### src/rtl/crc_frame_receiver_classifier_assert.svh
// Assertion macros for the frame receiver datapath.
`ifndef CRC_FRAME_RECEIVER_CLASSIFIER_ASSERT_SVH
`define CRC_FRAME_RECEIVER_CLASSIFIER_ASSERT_SVH

// Check a condition at every clock edge outside reset.
`define CRCFR_ASSERT_ALWAYS(label, cond) \
  label: assert property (@(posedge clk) disable iff (!rst_n) (cond)) \
    else $error("crcfr invariant violated");

// Check that a trigger implies a condition in the same cycle.
`define CRCFR_ASSERT_SAME(label, trig, cond) \
  label: assert property (@(posedge clk) disable iff (!rst_n) (trig) |-> (cond)) \
    else $error("crcfr same-cycle check failed");

// Check that a trigger implies a condition in the next cycle.
`define CRCFR_ASSERT_NEXT(label, trig, cond) \
  label: assert property (@(posedge clk) disable iff (!rst_n) (trig) |=> (cond)) \
    else $error("crcfr next-cycle check failed");

`endif

### src/rtl/crcfr_pkg.sv
// Shared types, constants and functions of the framed request receiver.
`default_nettype none

package crcfr_pkg;

  localparam int STORE_BYTES_DEF = 64;
  localparam int MAX_PAYLOAD_DEF = 40;
  localparam int MAX_RESULTS     = 64;

  localparam logic [7:0]  MAGIC0   = 8'hAA;
  localparam logic [7:0]  MAGIC1   = 8'h55;
  localparam logic [15:0] CRC_SEED = 16'hFFFF;
  localparam logic [15:0] CRC_POLY = 16'h1021;

  // Protobuf wire types
  localparam logic [2:0] WT_VARINT  = 3'd0;
  localparam logic [2:0] WT_FIXED64 = 3'd1;
  localparam logic [2:0] WT_LEN     = 3'd2;
  localparam logic [2:0] WT_FIXED32 = 3'd5;

  // Request kinds
  localparam logic [2:0] KIND_PASS   = 3'd0;
  localparam logic [2:0] KIND_INFO   = 3'd1;
  localparam logic [2:0] KIND_STATUS = 3'd2;
  localparam logic [2:0] KIND_CLEAR  = 3'd3;
  localparam logic [2:0] KIND_OTHER  = 3'd4;

  // Field numbers
  localparam logic [28:0] FLD_DATA   = 29'd1;
  localparam logic [28:0] FLD_STATUS = 29'd2;
  localparam logic [28:0] FLD_PASS   = 29'd3;
  localparam logic [28:0] FLD_INFO   = 29'd4;
  localparam logic [28:0] FLD_CLEAR  = 29'd5;

  typedef struct packed {
    logic [7:0] rx_byte;
    logic       chunk_last;
  } in_beat_t;

  typedef struct packed {
    logic [2:0] req_kind;
    logic [5:0] payload_len;
    logic       has_byte;
    logic [7:0] payload_byte;
    logic       last;
  } out_beat_t;

  typedef enum logic [4:0] {
    OP_NONE,
    OP_PUSH,
    OP_READ,
    OP_READ_INC,
    OP_CUR_SET,
    OP_CUR_INC,
    OP_CUR_ADD,
    OP_CUR_ADD_ACC,
    OP_DROP_CUR,
    OP_DROP_IMM,
    OP_DROP_FRAME,
    OP_LATCH_HI,
    OP_LATCH_LO,
    OP_CRC_INIT,
    OP_CRC_BYTE,
    OP_LATCH_GOT,
    OP_VI_INIT,
    OP_VI_ACC,
    OP_KEY_LATCH,
    OP_SET_KIND,
    OP_END_INNER,
    OP_SET_DATA,
    OP_EMIT_HDR,
    OP_EMIT_BYTE
  } dp_op_t;

  typedef struct packed {
    dp_op_t     op;
    logic [3:0] imm;
  } dp_cmd_t;

  typedef struct packed {
    logic       rd_aa;
    logic       rd_55;
    logic       rd_more;
    logic       cnt_lt4;
    logic       cur_lt_cnt;
    logic       cur_lt_end;
    logic       blen_bad;
    logic       frame_short;
    logic       crc_ok;
    logic       len_over;
    logic       vi_full;
    logic [2:0] key_wt;
    logic       fld_data;
    logic       fld_status;
    logic       fld_pass;
    logic       fld_info;
    logic       fld_clear;
    logic       n_full;
    logic       i_lt_nb;
    logic       out_free;
    logic       report_en;
  } dp_stat_t;

  // CRC-16/CCITT-FALSE update by one byte, MSB first
  function automatic logic [15:0] crc16_byte(input logic [15:0] crc, input logic [7:0] b);
    logic [15:0] c;
    c = crc ^ {b, 8'h00};
    for (int k = 0; k < 8; k++) begin
      if (c[15]) c = {c[14:0], 1'b0} ^ CRC_POLY;
      else c = {c[14:0], 1'b0};
    end
    return c;
  endfunction

endpackage

`default_nettype wire

### src/rtl/crcfr_dp.sv
// Datapath: circular frame store, read port, CRC, varint unit and result register.
`default_nettype none

module crcfr_dp #(
  parameter int STORE_BYTES = crcfr_pkg::STORE_BYTES_DEF,
  parameter int MAX_PAYLOAD = crcfr_pkg::MAX_PAYLOAD_DEF
) (
  input  wire                  clk,
  input  wire                  rst_n,
  input  crcfr_pkg::dp_cmd_t   cmd,
  output crcfr_pkg::dp_stat_t  stat,
  input  wire  [7:0]           in_byte,
  input  wire                  cfg_we,
  input  wire                  cfg_wdata,
  output logic                 out_valid,
  input  wire                  out_ready,
  output crcfr_pkg::out_beat_t out_data
);

  localparam int AW   = $clog2(STORE_BYTES);
  localparam int CNTW = $clog2(STORE_BYTES + 1);
  localparam int CW   = AW + 2;
  localparam logic [16:0] BLEN_MAX = 17'(MAX_PAYLOAD + 16);

  logic [7:0]      mem [STORE_BYTES];
  logic [AW-1:0]   head_r, head_nxt;
  logic [CNTW-1:0] cnt_r, cnt_nxt;
  logic            report_r;
  logic            out_valid_r;
  crcfr_pkg::out_beat_t out_r;

  logic [7:0]      rd_r;
  logic [CW-1:0]   cur_r;
  logic [CW-1:0]   end_r;
  logic [31:0]     acc_r;
  logic [2:0]      sh_r;
  logic [31:0]     key_r;
  logic [15:0]     blen_r;
  logic [15:0]     crc_r;
  logic [7:0]      got_r;
  logic [2:0]      kind_r;
  logic [5:0]      dl_r;
  logic [CW-1:0]   ds_r;
  logic [6:0]      n_r;
  logic [5:0]      i_r;
  logic [5:0]      nb_r;

  logic [AW-1:0]   raddr;
  logic [AW-1:0]   waddr;
  logic [CW-1:0]   drop_n;
  logic [CW-1:0]   drop_eff;
  logic            full;
  logic            emit;
  logic [5:0]      room;
  logic [5:0]      nb_calc;
  logic [5:0]      acc_sat;
  logic [31:0]     acc_part;

  // Wrap a store offset around the circular buffer
  function automatic logic [AW-1:0] wrap_add(input logic [AW-1:0] h, input logic [CW-1:0] off);
    logic [CW:0] sum;
    sum = (CW+1)'(h) + (CW+1)'(off);
    if (sum >= (CW+1)'(STORE_BYTES)) sum = sum - (CW+1)'(STORE_BYTES);
    return sum[AW-1:0];
  endfunction

  assign full  = (cnt_r == CNTW'(STORE_BYTES));
  assign raddr = wrap_add(head_r, cur_r);
  assign waddr = full ? head_r : wrap_add(head_r, CW'(cnt_r));
  assign emit  = (cmd.op == crcfr_pkg::OP_EMIT_HDR) || (cmd.op == crcfr_pkg::OP_EMIT_BYTE);

  // Pick the drop amount and clamp to the fill
  always_comb begin
    case (cmd.op)
      crcfr_pkg::OP_DROP_CUR:   drop_n = cur_r;
      crcfr_pkg::OP_DROP_IMM:   drop_n = CW'(cmd.imm);
      crcfr_pkg::OP_DROP_FRAME: drop_n = CW'(blen_r + 16'd6);
      default:                  drop_n = '0;
    endcase
    drop_eff = (drop_n >= CW'(cnt_r)) ? CW'(cnt_r) : drop_n;
  end

  // Advance head and fill count
  always_comb begin
    head_nxt = head_r;
    cnt_nxt  = cnt_r;
    case (cmd.op)
      crcfr_pkg::OP_PUSH: begin
        if (full) head_nxt = wrap_add(head_r, CW'(1));
        else cnt_nxt = cnt_r + CNTW'(1);
      end
      crcfr_pkg::OP_DROP_CUR, crcfr_pkg::OP_DROP_IMM, crcfr_pkg::OP_DROP_FRAME: begin
        head_nxt = wrap_add(head_r, drop_eff);
        cnt_nxt  = cnt_r - CNTW'(drop_eff);
      end
      default: ;
    endcase
  end

  // Result sizing and varint slice
  assign room    = 6'd63 - n_r[5:0];
  assign nb_calc = (dl_r < room) ? dl_r : room;
  assign acc_sat = (acc_r > 32'd63) ? 6'd63 : acc_r[5:0];

  always_comb begin
    case (sh_r)
      3'd0:    acc_part = {25'd0, rd_r[6:0]};
      3'd1:    acc_part = {18'd0, rd_r[6:0], 7'd0};
      3'd2:    acc_part = {11'd0, rd_r[6:0], 14'd0};
      3'd3:    acc_part = {4'd0, rd_r[6:0], 21'd0};
      default: acc_part = {rd_r[3:0], 28'd0};
    endcase
  end

  // Store write and registered read
  always_ff @(posedge clk) begin
    if (cmd.op == crcfr_pkg::OP_PUSH) mem[waddr] <= in_byte;
    if (cmd.op == crcfr_pkg::OP_READ || cmd.op == crcfr_pkg::OP_READ_INC) rd_r <= mem[raddr];
  end

  // Control registers
  always_ff @(posedge clk) begin
    if (!rst_n) begin
      head_r      <= '0;
      cnt_r       <= '0;
      report_r    <= 1'b1;
      out_valid_r <= 1'b0;
    end else begin
      head_r <= head_nxt;
      cnt_r  <= cnt_nxt;
      if (cfg_we) report_r <= cfg_wdata;
      if (emit) out_valid_r <= 1'b1;
      else if (out_ready) out_valid_r <= 1'b0;
    end
  end

  // Working registers
  always_ff @(posedge clk) begin
    case (cmd.op)
      crcfr_pkg::OP_PUSH:        n_r <= '0;
      crcfr_pkg::OP_READ_INC:    cur_r <= cur_r + CW'(1);
      crcfr_pkg::OP_CUR_SET:     cur_r <= CW'(cmd.imm);
      crcfr_pkg::OP_CUR_INC:     cur_r <= cur_r + CW'(1);
      crcfr_pkg::OP_CUR_ADD:     cur_r <= cur_r + CW'(cmd.imm);
      crcfr_pkg::OP_CUR_ADD_ACC: cur_r <= cur_r + acc_r[CW-1:0];
      crcfr_pkg::OP_LATCH_HI:    blen_r[15:8] <= rd_r;
      crcfr_pkg::OP_LATCH_LO:    blen_r[7:0] <= rd_r;
      crcfr_pkg::OP_CRC_INIT: begin
        crc_r <= crcfr_pkg::CRC_SEED;
        cur_r <= CW'(4);
        end_r <= CW'(blen_r + 16'd4);
      end
      crcfr_pkg::OP_CRC_BYTE:    crc_r <= crcfr_pkg::crc16_byte(crc_r, rd_r);
      crcfr_pkg::OP_LATCH_GOT:   got_r <= rd_r;
      crcfr_pkg::OP_VI_INIT: begin
        acc_r <= '0;
        sh_r  <= '0;
      end
      crcfr_pkg::OP_VI_ACC: begin
        acc_r <= acc_r | acc_part;
        sh_r  <= sh_r + 3'd1;
      end
      crcfr_pkg::OP_KEY_LATCH:   key_r <= acc_r;
      crcfr_pkg::OP_SET_KIND: begin
        kind_r <= cmd.imm[2:0];
        dl_r   <= '0;
        ds_r   <= '0;
      end
      crcfr_pkg::OP_END_INNER: begin
        end_r  <= cur_r + acc_r[CW-1:0];
        kind_r <= crcfr_pkg::KIND_PASS;
        dl_r   <= '0;
        ds_r   <= '0;
      end
      crcfr_pkg::OP_SET_DATA: begin
        ds_r <= cur_r;
        dl_r <= acc_sat;
      end
      crcfr_pkg::OP_EMIT_HDR: begin
        out_r <= '{req_kind: kind_r, payload_len: dl_r, has_byte: 1'b0,
                   payload_byte: 8'h00, last: (nb_calc == 6'd0)};
        nb_r  <= nb_calc;
        i_r   <= '0;
        n_r   <= n_r + 7'd1;
        cur_r <= ds_r;
      end
      crcfr_pkg::OP_EMIT_BYTE: begin
        out_r <= '{req_kind: kind_r, payload_len: dl_r, has_byte: 1'b1,
                   payload_byte: rd_r, last: ((i_r + 6'd1) == nb_r)};
        i_r   <= i_r + 6'd1;
        n_r   <= n_r + 7'd1;
      end
      default: ;
    endcase
  end

  // Status back to the controller
  always_comb begin
    stat.rd_aa       = (rd_r == crcfr_pkg::MAGIC0);
    stat.rd_55       = (rd_r == crcfr_pkg::MAGIC1);
    stat.rd_more     = rd_r[7];
    stat.cnt_lt4     = (cnt_r < CNTW'(4));
    stat.cur_lt_cnt  = (cur_r < CW'(cnt_r));
    stat.cur_lt_end  = (cur_r < end_r);
    stat.blen_bad    = ({1'b0, blen_r} > BLEN_MAX);
    stat.frame_short = (17'(cnt_r) < ({1'b0, blen_r} + 17'd6));
    stat.crc_ok      = (crc_r == {got_r, rd_r});
    stat.len_over    = (({1'b0, acc_r} + 33'(cur_r)) > 33'(end_r));
    stat.vi_full     = (sh_r == 3'd5);
    stat.key_wt      = key_r[2:0];
    stat.fld_data    = (key_r[31:3] == crcfr_pkg::FLD_DATA);
    stat.fld_status  = (key_r[31:3] == crcfr_pkg::FLD_STATUS);
    stat.fld_pass    = (key_r[31:3] == crcfr_pkg::FLD_PASS);
    stat.fld_info    = (key_r[31:3] == crcfr_pkg::FLD_INFO);
    stat.fld_clear   = (key_r[31:3] == crcfr_pkg::FLD_CLEAR);
    stat.n_full      = (n_r >= 7'(crcfr_pkg::MAX_RESULTS));
    stat.i_lt_nb     = (i_r < nb_r);
    stat.out_free    = !out_valid_r || out_ready;
    stat.report_en   = report_r;
  end

  assign out_valid = out_valid_r;
  assign out_data  = out_r;

`include "crc_frame_receiver_classifier_assert.svh"

  `CRCFR_ASSERT_ALWAYS(a_cnt_bound, cnt_r <= CNTW'(STORE_BYTES))
  `CRCFR_ASSERT_SAME(a_emit_slot, emit, !out_valid_r || out_ready)
  `CRCFR_ASSERT_NEXT(a_push_fill, cmd.op == crcfr_pkg::OP_PUSH, cnt_r != '0)
  `CRCFR_ASSERT_NEXT(a_emit_shown, emit, out_valid_r)

endmodule

`default_nettype wire

### src/rtl/crcfr_ctrl.sv
// Controller: sequences resync, length and CRC checks, protobuf walk and emission.
`default_nettype none

module crcfr_ctrl (
  input  wire                 clk,
  input  wire                 rst_n,
  input  wire                 in_valid,
  output logic                in_ready,
  input  crcfr_pkg::dp_stat_t stat,
  output crcfr_pkg::dp_cmd_t  cmd
);

  typedef enum logic [4:0] {
    S_IDLE, S_TOP, S_R0, S_C0, S_C1, S_SCAN, S_SCANCHK, S_POSTDROP, S_PD_R, S_PD_C,
    S_L2, S_L3R, S_L3, S_LCHK, S_CRC, S_CRCB, S_GH, S_GLR, S_GL, S_DONE,
    S_TK, S_VI, S_VA, S_VR, S_TW, S_IK, S_IW, S_EMIT_HDR, S_EMIT, S_EB
  } state_t;

  typedef enum logic [2:0] {
    CTX_TOPKEY, CTX_TOPVAL, CTX_TOPLEN, CTX_INKEY, CTX_INVAL, CTX_INLEN
  } ctx_t;

  state_t state_r, state_nxt;
  ctx_t   ctx_r, ctx_nxt;
  logic   inner_r, inner_nxt;

  // Next state and datapath command
  always_comb begin
    state_nxt = state_r;
    ctx_nxt   = ctx_r;
    inner_nxt = inner_r;
    cmd       = '{op: crcfr_pkg::OP_NONE, imm: 4'd0};
    in_ready  = (state_r == S_IDLE);
    unique case (state_r)
      S_IDLE: begin
        if (in_valid) begin
          cmd.op    = crcfr_pkg::OP_PUSH;
          state_nxt = S_TOP;
        end
      end
      // Loop head: need a full header to look at
      S_TOP: begin
        if (stat.cnt_lt4) state_nxt = S_IDLE;
        else begin
          cmd       = '{op: crcfr_pkg::OP_CUR_SET, imm: 4'd0};
          state_nxt = S_R0;
        end
      end
      S_R0: begin
        cmd.op    = crcfr_pkg::OP_READ_INC;
        state_nxt = S_C0;
      end
      S_C0: begin
        if (stat.rd_aa) begin
          cmd.op    = crcfr_pkg::OP_READ_INC;
          state_nxt = S_C1;
        end else state_nxt = S_SCAN;
      end
      S_C1: begin
        if (stat.rd_55) begin
          cmd.op    = crcfr_pkg::OP_READ_INC;
          state_nxt = S_L2;
        end else begin
          cmd       = '{op: crcfr_pkg::OP_CUR_SET, imm: 4'd1};
          state_nxt = S_SCAN;
        end
      end
      // Hunt for the next AA, then drop everything before it
      S_SCAN: begin
        if (stat.cur_lt_cnt) begin
          cmd.op    = crcfr_pkg::OP_READ;
          state_nxt = S_SCANCHK;
        end else begin
          cmd.op    = crcfr_pkg::OP_DROP_CUR;
          state_nxt = S_POSTDROP;
        end
      end
      S_SCANCHK: begin
        if (stat.rd_aa) begin
          cmd.op    = crcfr_pkg::OP_DROP_CUR;
          state_nxt = S_POSTDROP;
        end else begin
          cmd.op    = crcfr_pkg::OP_CUR_INC;
          state_nxt = S_SCAN;
        end
      end
      S_POSTDROP: begin
        if (stat.cnt_lt4) state_nxt = S_IDLE;
        else begin
          cmd       = '{op: crcfr_pkg::OP_CUR_SET, imm: 4'd1};
          state_nxt = S_PD_R;
        end
      end
      S_PD_R: begin
        cmd.op    = crcfr_pkg::OP_READ_INC;
        state_nxt = S_PD_C;
      end
      S_PD_C: begin
        if (stat.rd_55) begin
          cmd.op    = crcfr_pkg::OP_READ_INC;
          state_nxt = S_L2;
        end else begin
          cmd       = '{op: crcfr_pkg::OP_DROP_IMM, imm: 4'd1};
          state_nxt = S_TOP;
        end
      end
      // Body length, big endian
      S_L2: begin
        cmd.op    = crcfr_pkg::OP_LATCH_HI;
        state_nxt = S_L3R;
      end
      S_L3R: begin
        cmd.op    = crcfr_pkg::OP_READ_INC;
        state_nxt = S_L3;
      end
      S_L3: begin
        cmd.op    = crcfr_pkg::OP_LATCH_LO;
        state_nxt = S_LCHK;
      end
      S_LCHK: begin
        if (stat.blen_bad) begin
          cmd       = '{op: crcfr_pkg::OP_DROP_IMM, imm: 4'd2};
          state_nxt = S_TOP;
        end else if (stat.frame_short) state_nxt = S_IDLE;
        else begin
          cmd.op    = crcfr_pkg::OP_CRC_INIT;
          state_nxt = S_CRC;
        end
      end
      // CRC over the body, one byte per read
      S_CRC: begin
        cmd.op    = crcfr_pkg::OP_READ_INC;
        state_nxt = stat.cur_lt_end ? S_CRCB : S_GH;
      end
      S_CRCB: begin
        cmd.op    = crcfr_pkg::OP_CRC_BYTE;
        state_nxt = S_CRC;
      end
      S_GH: begin
        cmd.op    = crcfr_pkg::OP_LATCH_GOT;
        state_nxt = S_GLR;
      end
      S_GLR: begin
        cmd.op    = crcfr_pkg::OP_READ_INC;
        state_nxt = S_GL;
      end
      S_GL: begin
        if (!stat.crc_ok) begin
          cmd       = '{op: crcfr_pkg::OP_DROP_IMM, imm: 4'd2};
          state_nxt = S_TOP;
        end else if (stat.report_en) begin
          cmd       = '{op: crcfr_pkg::OP_CUR_SET, imm: 4'd4};
          inner_nxt = 1'b0;
          state_nxt = S_TK;
        end else state_nxt = S_DONE;
      end
      S_DONE: begin
        cmd.op    = crcfr_pkg::OP_DROP_FRAME;
        state_nxt = S_TOP;
      end
      // Top-level field walk
      S_TK: begin
        if (stat.cur_lt_end) begin
          cmd.op    = crcfr_pkg::OP_VI_INIT;
          ctx_nxt   = CTX_TOPKEY;
          state_nxt = S_VI;
        end else state_nxt = S_DONE;
      end
      // Shared varint decoder
      S_VI: begin
        if (stat.cur_lt_end && !stat.vi_full) begin
          cmd.op    = crcfr_pkg::OP_READ_INC;
          state_nxt = S_VA;
        end else state_nxt = inner_r ? S_EMIT_HDR : S_DONE;
      end
      S_VA: begin
        cmd.op    = crcfr_pkg::OP_VI_ACC;
        state_nxt = stat.rd_more ? S_VI : S_VR;
      end
      S_VR: begin
        unique case (ctx_r)
          CTX_TOPKEY: begin
            cmd.op    = crcfr_pkg::OP_KEY_LATCH;
            state_nxt = S_TW;
          end
          CTX_TOPVAL: state_nxt = S_TK;
          CTX_TOPLEN: begin
            if (stat.len_over) state_nxt = S_DONE;
            else if (stat.fld_pass) begin
              cmd.op    = crcfr_pkg::OP_END_INNER;
              inner_nxt = 1'b1;
              state_nxt = S_IK;
            end else begin
              cmd.op = crcfr_pkg::OP_SET_KIND;
              if (stat.fld_info) cmd.imm = {1'b0, crcfr_pkg::KIND_INFO};
              else if (stat.fld_status) cmd.imm = {1'b0, crcfr_pkg::KIND_STATUS};
              else if (stat.fld_clear) cmd.imm = {1'b0, crcfr_pkg::KIND_CLEAR};
              else cmd.imm = {1'b0, crcfr_pkg::KIND_OTHER};
              state_nxt = S_EMIT_HDR;
            end
          end
          CTX_INKEY: begin
            cmd.op    = crcfr_pkg::OP_KEY_LATCH;
            state_nxt = S_IW;
          end
          CTX_INVAL: state_nxt = S_IK;
          CTX_INLEN: begin
            if (stat.len_over) state_nxt = S_EMIT_HDR;
            else if (stat.fld_data) begin
              cmd.op    = crcfr_pkg::OP_SET_DATA;
              state_nxt = S_EMIT_HDR;
            end else begin
              cmd.op    = crcfr_pkg::OP_CUR_ADD_ACC;
              state_nxt = S_IK;
            end
          end
          default: state_nxt = S_DONE;
        endcase
      end
      S_TW: begin
        case (stat.key_wt)
          crcfr_pkg::WT_VARINT: begin
            cmd.op    = crcfr_pkg::OP_VI_INIT;
            ctx_nxt   = CTX_TOPVAL;
            state_nxt = S_VI;
          end
          crcfr_pkg::WT_LEN: begin
            cmd.op    = crcfr_pkg::OP_VI_INIT;
            ctx_nxt   = CTX_TOPLEN;
            state_nxt = S_VI;
          end
          crcfr_pkg::WT_FIXED32: begin
            cmd       = '{op: crcfr_pkg::OP_CUR_ADD, imm: 4'd4};
            state_nxt = S_TK;
          end
          crcfr_pkg::WT_FIXED64: begin
            cmd       = '{op: crcfr_pkg::OP_CUR_ADD, imm: 4'd8};
            state_nxt = S_TK;
          end
          default: state_nxt = S_DONE;
        endcase
      end
      // Inner walk of the passthrough message
      S_IK: begin
        if (stat.cur_lt_end) begin
          cmd.op    = crcfr_pkg::OP_VI_INIT;
          ctx_nxt   = CTX_INKEY;
          state_nxt = S_VI;
        end else state_nxt = S_EMIT_HDR;
      end
      S_IW: begin
        case (stat.key_wt)
          crcfr_pkg::WT_VARINT: begin
            cmd.op    = crcfr_pkg::OP_VI_INIT;
            ctx_nxt   = CTX_INVAL;
            state_nxt = S_VI;
          end
          crcfr_pkg::WT_LEN: begin
            cmd.op    = crcfr_pkg::OP_VI_INIT;
            ctx_nxt   = CTX_INLEN;
            state_nxt = S_VI;
          end
          crcfr_pkg::WT_FIXED32: begin
            cmd       = '{op: crcfr_pkg::OP_CUR_ADD, imm: 4'd4};
            state_nxt = S_IK;
          end
          crcfr_pkg::WT_FIXED64: begin
            cmd       = '{op: crcfr_pkg::OP_CUR_ADD, imm: 4'd8};
            state_nxt = S_IK;
          end
          default: state_nxt = S_EMIT_HDR;
        endcase
      end
      // Header beat, then data beats
      S_EMIT_HDR: begin
        if (stat.n_full) state_nxt = S_DONE;
        else if (stat.out_free) begin
          cmd.op    = crcfr_pkg::OP_EMIT_HDR;
          state_nxt = S_EMIT;
        end
      end
      S_EMIT: begin
        if (stat.i_lt_nb) begin
          cmd.op    = crcfr_pkg::OP_READ_INC;
          state_nxt = S_EB;
        end else state_nxt = S_DONE;
      end
      S_EB: begin
        if (stat.out_free) begin
          cmd.op    = crcfr_pkg::OP_EMIT_BYTE;
          state_nxt = S_EMIT;
        end
      end
      default: state_nxt = S_IDLE;
    endcase
  end

  // Hold state and walk context
  always_ff @(posedge clk) begin
    if (!rst_n) begin
      state_r <= S_IDLE;
      ctx_r   <= CTX_TOPKEY;
      inner_r <= 1'b0;
    end else begin
      state_r <= state_nxt;
      ctx_r   <= ctx_nxt;
      inner_r <= inner_nxt;
    end
  end

endmodule

`default_nettype wire

### src/rtl/crc_frame_receiver_classifier.sv
// Top level of the magic/length/CRC-16 framed request receiver and classifier.
// Each accepted beat appends one byte to a circular frame store; a sequencer then
// resyncs on AA 55, checks the body length and CRC-16/CCITT-FALSE, walks the
// protobuf body and emits a header beat plus passthrough data beats. All work goes
// through the store's single read port, one byte per read with registered data; a
// byte that completes no frame may still cost a resync scan over the stored bytes,
// and a completing byte adds a CRC pass over the body, the field walk and the data
// beats, plus any output stall. The store needs no clearing pass after reset.
// chunk_last does not affect results.
`default_nettype none

module crc_frame_receiver_classifier #(
  parameter int STORE_BYTES = crcfr_pkg::STORE_BYTES_DEF,
  parameter int MAX_PAYLOAD = crcfr_pkg::MAX_PAYLOAD_DEF
) (
  input  wire                  clk,
  input  wire                  rst_n,
  input  wire                  in_valid,
  output logic                 in_ready,
  input  crcfr_pkg::in_beat_t  in_data,
  output logic                 out_valid,
  input  wire                  out_ready,
  output crcfr_pkg::out_beat_t out_data,
  input  wire                  cfg_we,
  input  wire                  cfg_wdata
);

  crcfr_pkg::dp_cmd_t  cmd;
  crcfr_pkg::dp_stat_t stat;

  // Sequencer
  crcfr_ctrl u_ctrl (
    .clk      (clk),
    .rst_n    (rst_n),
    .in_valid (in_valid),
    .in_ready (in_ready),
    .stat     (stat),
    .cmd      (cmd)
  );

  // Store, checks and result register
  crcfr_dp #(
    .STORE_BYTES (STORE_BYTES),
    .MAX_PAYLOAD (MAX_PAYLOAD)
  ) u_dp (
    .clk       (clk),
    .rst_n     (rst_n),
    .cmd       (cmd),
    .stat      (stat),
    .in_byte   (in_data.rx_byte),
    .cfg_we    (cfg_we),
    .cfg_wdata (cfg_wdata),
    .out_valid (out_valid),
    .out_ready (out_ready),
    .out_data  (out_data)
  );

endmodule

`default_nettype wire

### config.mk
export PLATFORM = sky130hd
export DESIGN_NAME = crc_frame_receiver_classifier
export DESIGN_NICKNAME = d
export VERILOG_FILES = /design/src/rtl/crcfr_pkg.sv /design/src/rtl/crcfr_dp.sv /design/src/rtl/crcfr_ctrl.sv /design/src/rtl/crc_frame_receiver_classifier.sv
export VERILOG_INCLUDE_DIRS = /design/src /design/src/rtl
export SDC_FILE = /design/constraint.sdc
export NUM_CORES = 1
export LEC_CHECK = 0
export ABC_AREA = 1
export BUFFER_PORTS_ARGS = -buffer_cell sky130_fd_sc_hd__buf_4
export CAP_MARGIN = 20
export CELL_PAD_IN_SITES_DETAIL_PLACEMENT = 0
export CELL_PAD_IN_SITES_GLOBAL_PLACEMENT = 1
export CORE_MARGIN = 2
export CORE_UTILIZATION = 55
export DETAILED_ROUTE_END_ITERATION = 10
export PLACE_DENSITY = 0.88
export SETUP_SLACK_MARGIN = 0.2
export SLEW_MARGIN = 20
export SYNTH_ARGS = -nofsm -noshare
export SYNTH_HDL_FRONTEND = slang
export SYNTH_SLANG_ARGS = --single-unit
export TNS_END_PERCENT = 1
### constraint.sdc
create_clock -name clk -period 10.3 [get_ports clk]
set_input_delay 3.09 -clock clk [delete_from_list [all_inputs] [get_ports clk]]
set_output_delay 3.09 -clock clk [all_outputs]
set_load 0.02 [all_outputs]
# --- Word level (Yosys, flattened, before mapping) ---
# Memories as Yosys holds them, arrays and structs flattened. A register that Yosys moved wholly into a read port is not among the register bits.
# Index checks and enable logic that the tools add are counted.
classes:
  n_mux: 118
  n_shift: 0
  eq_ne: 86
  n_div: 0
  multipliers: 0
  addsub: 21
  reduce_logical: 38
  order_cmp: 15
  bitwise_logic: 10
ops:
  columns: ["operator", "n"]
  rows:
  - ["$pmux W5 S30", 1]
  - ["$pmux W32 S4", 1]
  - ["$pmux W5 S24", 1]
  - ["$mux W16", 7]
  - ["$eq A5 B5 Y1 const B", 22]
  - ["$mux W13", 8]
  - ["$eq A5 B4 Y1 const B", 16]
  - ["$mux W5", 14]
  - ["$pmux W32 S2", 1]
  - ["$mux W4", 15]
  - ["$eq A29 B2 Y1 const B", 2]
  - ["$eq A29 B3 Y1 const B", 2]
  - ["$mux W6", 8]
  - ["$pmux W8 S6", 1]
  - ["$eq A5 B3 Y1 const B", 8]
  - ["$pmux W19 S2", 1]
  - ["$pmux W6 S2", 3]
  - ["$add A32 B8 Y33", 1]
  - ["$gt A33 B8 Y1", 1]
  - ["$gt A32 B6 Y1 const B", 1]
  - ["$or A32 B32 Y32", 1]
  - ["$pmux W16 S2", 1]
  - ["$pmux W8 S2", 2]
  - ["$pmux W3 S2", 5]
  - ["other kinds (70)", 165]
word_totals:
  mem_count: 1
  reg_bits: 202
  latch_bits: 0
  mem_bits_rw: 512
  rom_bits: 0
  inputBits: 15
memory_table:
  columns: ["memory", "depth", "word_bits", "rd", "rd_clocked_by_memory_dff", "wr", "line_no", "rtl"]
  rows:
  - ["u_dp.mem", 64, 8, 1, 1, 1, "crcfr_dp.sv:25", "logic [7:0] mem [STORE_BYTES];"]

# --- Logic depth before layout (Yosys ltp) ---
depth:
  ltp_word: 31
  depth_mapped: 40

# --- Hierarchy ---
# From an unflattened synthesis, not the netlist that was laid out.
hier_totals:
  hier_cells: 3150
  hier_area_um2: 34326.7
modules_own_cells:
  columns: ["module", "cells_per_inst", "n_inst", "area_per_inst_um2"]
  rows:
  - ["crcfr_dp", 2829, 1, 32723.9]
  - ["crcfr_ctrl", 321, 1, 1602.8]

# --- Worst setup path after synthesis ---
# Ideal clock, no wire load.
synth_path:
  path_kind: "input to register"
  from: "input port out_ready"
  to: "register u_dp.cnt_r[6]"
  slack_ps: 4236
  path_stages: 24
  required_time_ps: 10186
  t_arrival_ps: 5950
  cell_sequence: "nor2_1 nor2_1 inv_1 nand2_1 nor4_1 nand4_1 nor2_1 nand2_4 nand2_4 nand2_4 buf_2 a21oi_1 o21ai_0 ha_1 inv_1 fa_1 a31oi_1 or2_2 nand2_1 a21oi_1 nand3_1 nand2_1 nor2_1 nor2_2"
synth_between:
  elab_chain_cells: 10
synth_rtl:
  columns: ["item", "line_no", "rtl"]
  rows:
  - ["start, declared", "crc_frame_receiver_classifier.sv:22", "input wire out_ready,"]
  - ["$logic_or A1 B1 Y1 *", "crcfr_dp.sv:218", "stat.out_free = !out_valid_r || out_ready;"]
  - ["$mux W5", "crcfr_ctrl.sv:277", "else if (stat.out_free) begin"]
  - ["$mux W5", "crcfr_ctrl.sv:276", "if (stat.n_full) state_nxt = S_DONE;"]
  - ["$pmux W5 S24 *", "crcfr_ctrl.sv:34", "unique case (state_r)"]
  - ["$eq A5 B4 Y1", "crcfr_dp.sv:74, crcfr_dp.sv:87", null]
  - ["$pmux W8 S3", "crcfr_dp.sv:74", "case (cmd.op)"]
  - ["$ge A8 B7 Y1", "crcfr_dp.sv:80", "drop_eff = (drop_n >= CW'(cnt_r)) ? CW'(cnt_r) : drop_n;"]
  - ["$mux W8", "crcfr_dp.sv:80", null]
  - ["$sub A7 B7 Y7", "crcfr_dp.sv:94", "cnt_nxt = cnt_r - CNTW'(drop_eff);"]
  - ["$pmux W7 S2", "crcfr_dp.sv:87", "case (cmd.op)"]
  - ["end signal, assigned", "crcfr_dp.sv:130", "cnt_r <= cnt_nxt;"]
  - ["end, declared", "crcfr_dp.sv:27", "logic [CNTW-1:0] cnt_r, cnt_nxt;"]
# Every way passes the cells marked *; elsewhere a longest branch is shown, timed or not.
# A chain may end at the register's enable or synchronous reset.

# --- Worst setup path after layout ---
# Same ends and word-level chain as after synthesis.

==> metrics.txt <==
leakage=14.0 nW; nets@finish=3262; CP Data Arrival Time=6870 ps; # Max-Cap Violations=0; most frequent cells in the layout=698 x edfxtp_1, 541 x nor2_1, 416 x nand2_1; Setup violations, final=0; Slew Limit Headroom=26.0%; vias in the first global route=23.6k; outcome=completed; Buf/Inv on CP=3; Slew Viols, Final=0; 1st-iter DRT viols=2393; ant diodes=0; Distinct cells, synth=67; Compound-Gate Fraction of Synth Area=9.33%; fmax=0.157 GHz; Startpoint Class=input port; Final Skew=34.8 ps; worst r2r path cells=38; share of cells above drive strength 1=7.50%; GRT Overall Usage=27.5%; CP Depth=24; filler cell count in the final layout=4945; CTS tree=done; multiplexer share of the synthesized area=1.87%; leading cell type in the layout, fill and taps excluded=edfxtp_1; Synth Cell Area=34300 µm²; worst hold stages=0; area grow syn2layout=10.2%; Longest Clk Path Bufs=3; final worst-path cycle share=61.7%; antenna violations before repair=1; final setup TNS=0 ps; global-route wire length before repair=134000 µm; Hold Path Class=flip-flop to flip-flop; main combinational cell family by area after synthesis=simple AND/OR/NAND/NOR gates; post-cts repair resize count=0; number of clock sinks=722; Main synth FF type=edfxtp_1; WP data required=10820 ps; post-DR wirelength/cell=21.5 µm; GRT overflow=0; Post-Synth XOR/XNOR Area=1.89%; Worst setup EP type=flip-flop; H-tree depth=3; WL final=87100 µm; Die H=254 µm; RSZ-0062 raised after global routing=no; DIE WIDTH=254 µm; ANT nets after route=0; I/O Buffers=34; CP peak stage delay=370 ps; cts bufs inserted=76; register area share after synthesis=62.5%; worst-path maximum fanout=19; crit-path cells=buf_4 > nor2_1 > nor2_1 > inv_2 > nand4_1 > nor3_1 > nand2_1 > nor2_1 > nand2_4 > nor2_2 > nand2_4 > a21oi_1 > o21ai_0 > ha_1 > inv_1 > fa_1 > a31oi_1 > or2_2 > nand2_1 > a21oi_1 > nand3_1 > nand2_1 > nor2_1 > nor2_2; delay-heaviest family, CP=simple AND/OR/NAND/NOR gates; Via-to-Cell Ratio=5.98; latest clock arrival within the worst-skew pair=650 ps; ys async rst share=0%; Core ar.=61700 µm²; number of post-CTS setup repair buffers=0; DRC viols=0; Via Count=24.2k; Post-synth EDFFs=698; Synth Register Bits=722; CTS root buf=clkbuf_16; starting density of the core=55.6%; CP Class=input port to flip-flop; Worst VDD drop=249 µV; Adder-Cell Fraction of Synth Area=3.56%; Routability Congestion=0.927; synth warn=0; worst slew pin tran=1100 ps; Detail Placement HPWL=55900 µm; CP most frequent cell=nor2_1; simple-gate portion of the synthesized area=16.3%; Setup WS post-layout=3950 ps; post-synthesis net count=3259; DP Worst Slack=3280 ps; Synth Area per Inst=10.9 µm²; die area=64400 µm²; IO Pins=36; minimum clock period=6350 ps; DR pass1 iterations=6; Core Rows=91; worst hold slack=463 ps; largest net degree at the start of global routing=101; Power Density=265 nW/µm²; slowest CP cell=inv_2; Cells after Synth=3150; clock transition at the registers of the reported paths=60 ps; Final Hold Vio Count=0; CTS Hold Bufs=0
## state kept, by name, summed over array words and instances, names as in the netlist, 6 cells and up
signal and count:
u_dp.cnt_r 7, u_dp.acc_r 32, u_dp.blen_r 16, u_dp.i_r 6
u_dp.out_data 19, u_dp.n_r 7, u_dp.mem 512, u_dp.ds_r 8
u_dp.end_r 8, u_dp.cur_r 8, u_dp.dl_r 6, u_dp.crc_r 16
u_dp.head_r 6, u_dp.got_r 8, u_dp.nb_r 6, u_dp.key_r 32
u_dp.rd_r 8
## cell usage after synthesis, drive strengths merged, types with 2 or more instances
cell	instances	area, µm²
a2111oi	3	26.3
a21boi	3	22.5
nor2	555	2140
o21a	7	52.6
inv	268	1010
a221oi	10	87.6
xnor2	37	324
nor4	18	119
a211oi	5	47.5
a311oi	2	17.5
nand4	40	272
and3	2	12.5
a2111o	2	22.5
buf	23	124
ha	88	1100
nand2	433	1700
nor3b	3	27.5
mux2i	64	641
clkbuf	108	407
nand3	186	951
conb	2	7.51
a31oi	14	87.6
nor3	25	148
o2111ai	4	35.0
o221ai	66	578
o21ai	193	985
a21oi	105	529
and2	3	18.8
xor2	37	324
nand3b	18	135
o32ai	64	561
edfxtp	698	21000
o21bai	3	22.5
or2	12	75.1
dfxtp	24	480
fa	6	120
o22ai	6	37.5
o211ai	5	37.5
## area by class of cell
class                   instances  area [µm²]  share of cell area [%]
clock buffers                  95        1980                    5.25
clock inverters                43         503                    1.33
inverters                     269        1010                    2.68
multi-input cells            2028       11400                    30.2
flip-flops and latches        722       21400                    56.7
well taps                     837        1050                    2.77
repair buffers                 56         420                    1.11
## worst register-to-register path: cells and delay by family (launching register included)
kind | cells | cell delay, ps
and+or+nand+nor | 26 | 2560
adders and majority gates | 5 | 1730
buffers and inverters | 2 | 100
DFF | 1 | 610
xor gates and xnor gates | 1 | 390
AOI/OAI and AO/OA | 4 | 590
## worst paths after layout
path	startpoint	end	slack (ps)
min reg2reg	u_dp.kind_r[0]	u_dp.out_data[16]	460
max reg2reg	u_dp.cur_r[0]	u_dp.cnt_r[6]	4230
min	u_dp.kind_r[0]	u_dp.out_data[16]	460
max	out_ready	u_dp.cnt_r[6]	3950
## cell families (layout without fill, tap and decap cells)
family / after synthesis / count (layout)
simple gates: 1296 / 1296
flops: 722 / 722
compound gates: 498 / 498
buf+inv: 400 / 463
fa+ha+maj: 94 / 94
xor+xnor: 74 / 74
mux: 64 / 64
other cells: 2 / 2
## metal layers
layer  global-route usage (%)  vias up  part of all wire [%]
li1                         -    11200                     -
met1                     36.1    11700                    40
met2                     45.7     1069                    48
met3                     4.25      215                   7.5
met4                     11.7        2                   4.3
met5                        0        -                 0.015
## through the flow
stage | cells | area [µm²] | power, W | util, %
final | 4050 | 37800 | 0.0100 | 61.3
after global routing | 4050 | 37800 | 0.0106 | 61.3
after CTS | 4050 | 37800 | 0.0100 | 61.3
after detailed placement | 3912 | 35300 | 0.00730 | 57.2
after global placement | 3912 | 35300 | 0.00721 | 57.2
after floorplan | 3150 | 34300 | 0.00615 | -
## where the power goes
part	internal, W	switching (W)
clock network	0.00154	0.00116
registers	0.00338	0.000148
logic	0.00114	0.00264
No activity file was read; power rests on OpenSTA's default activity.
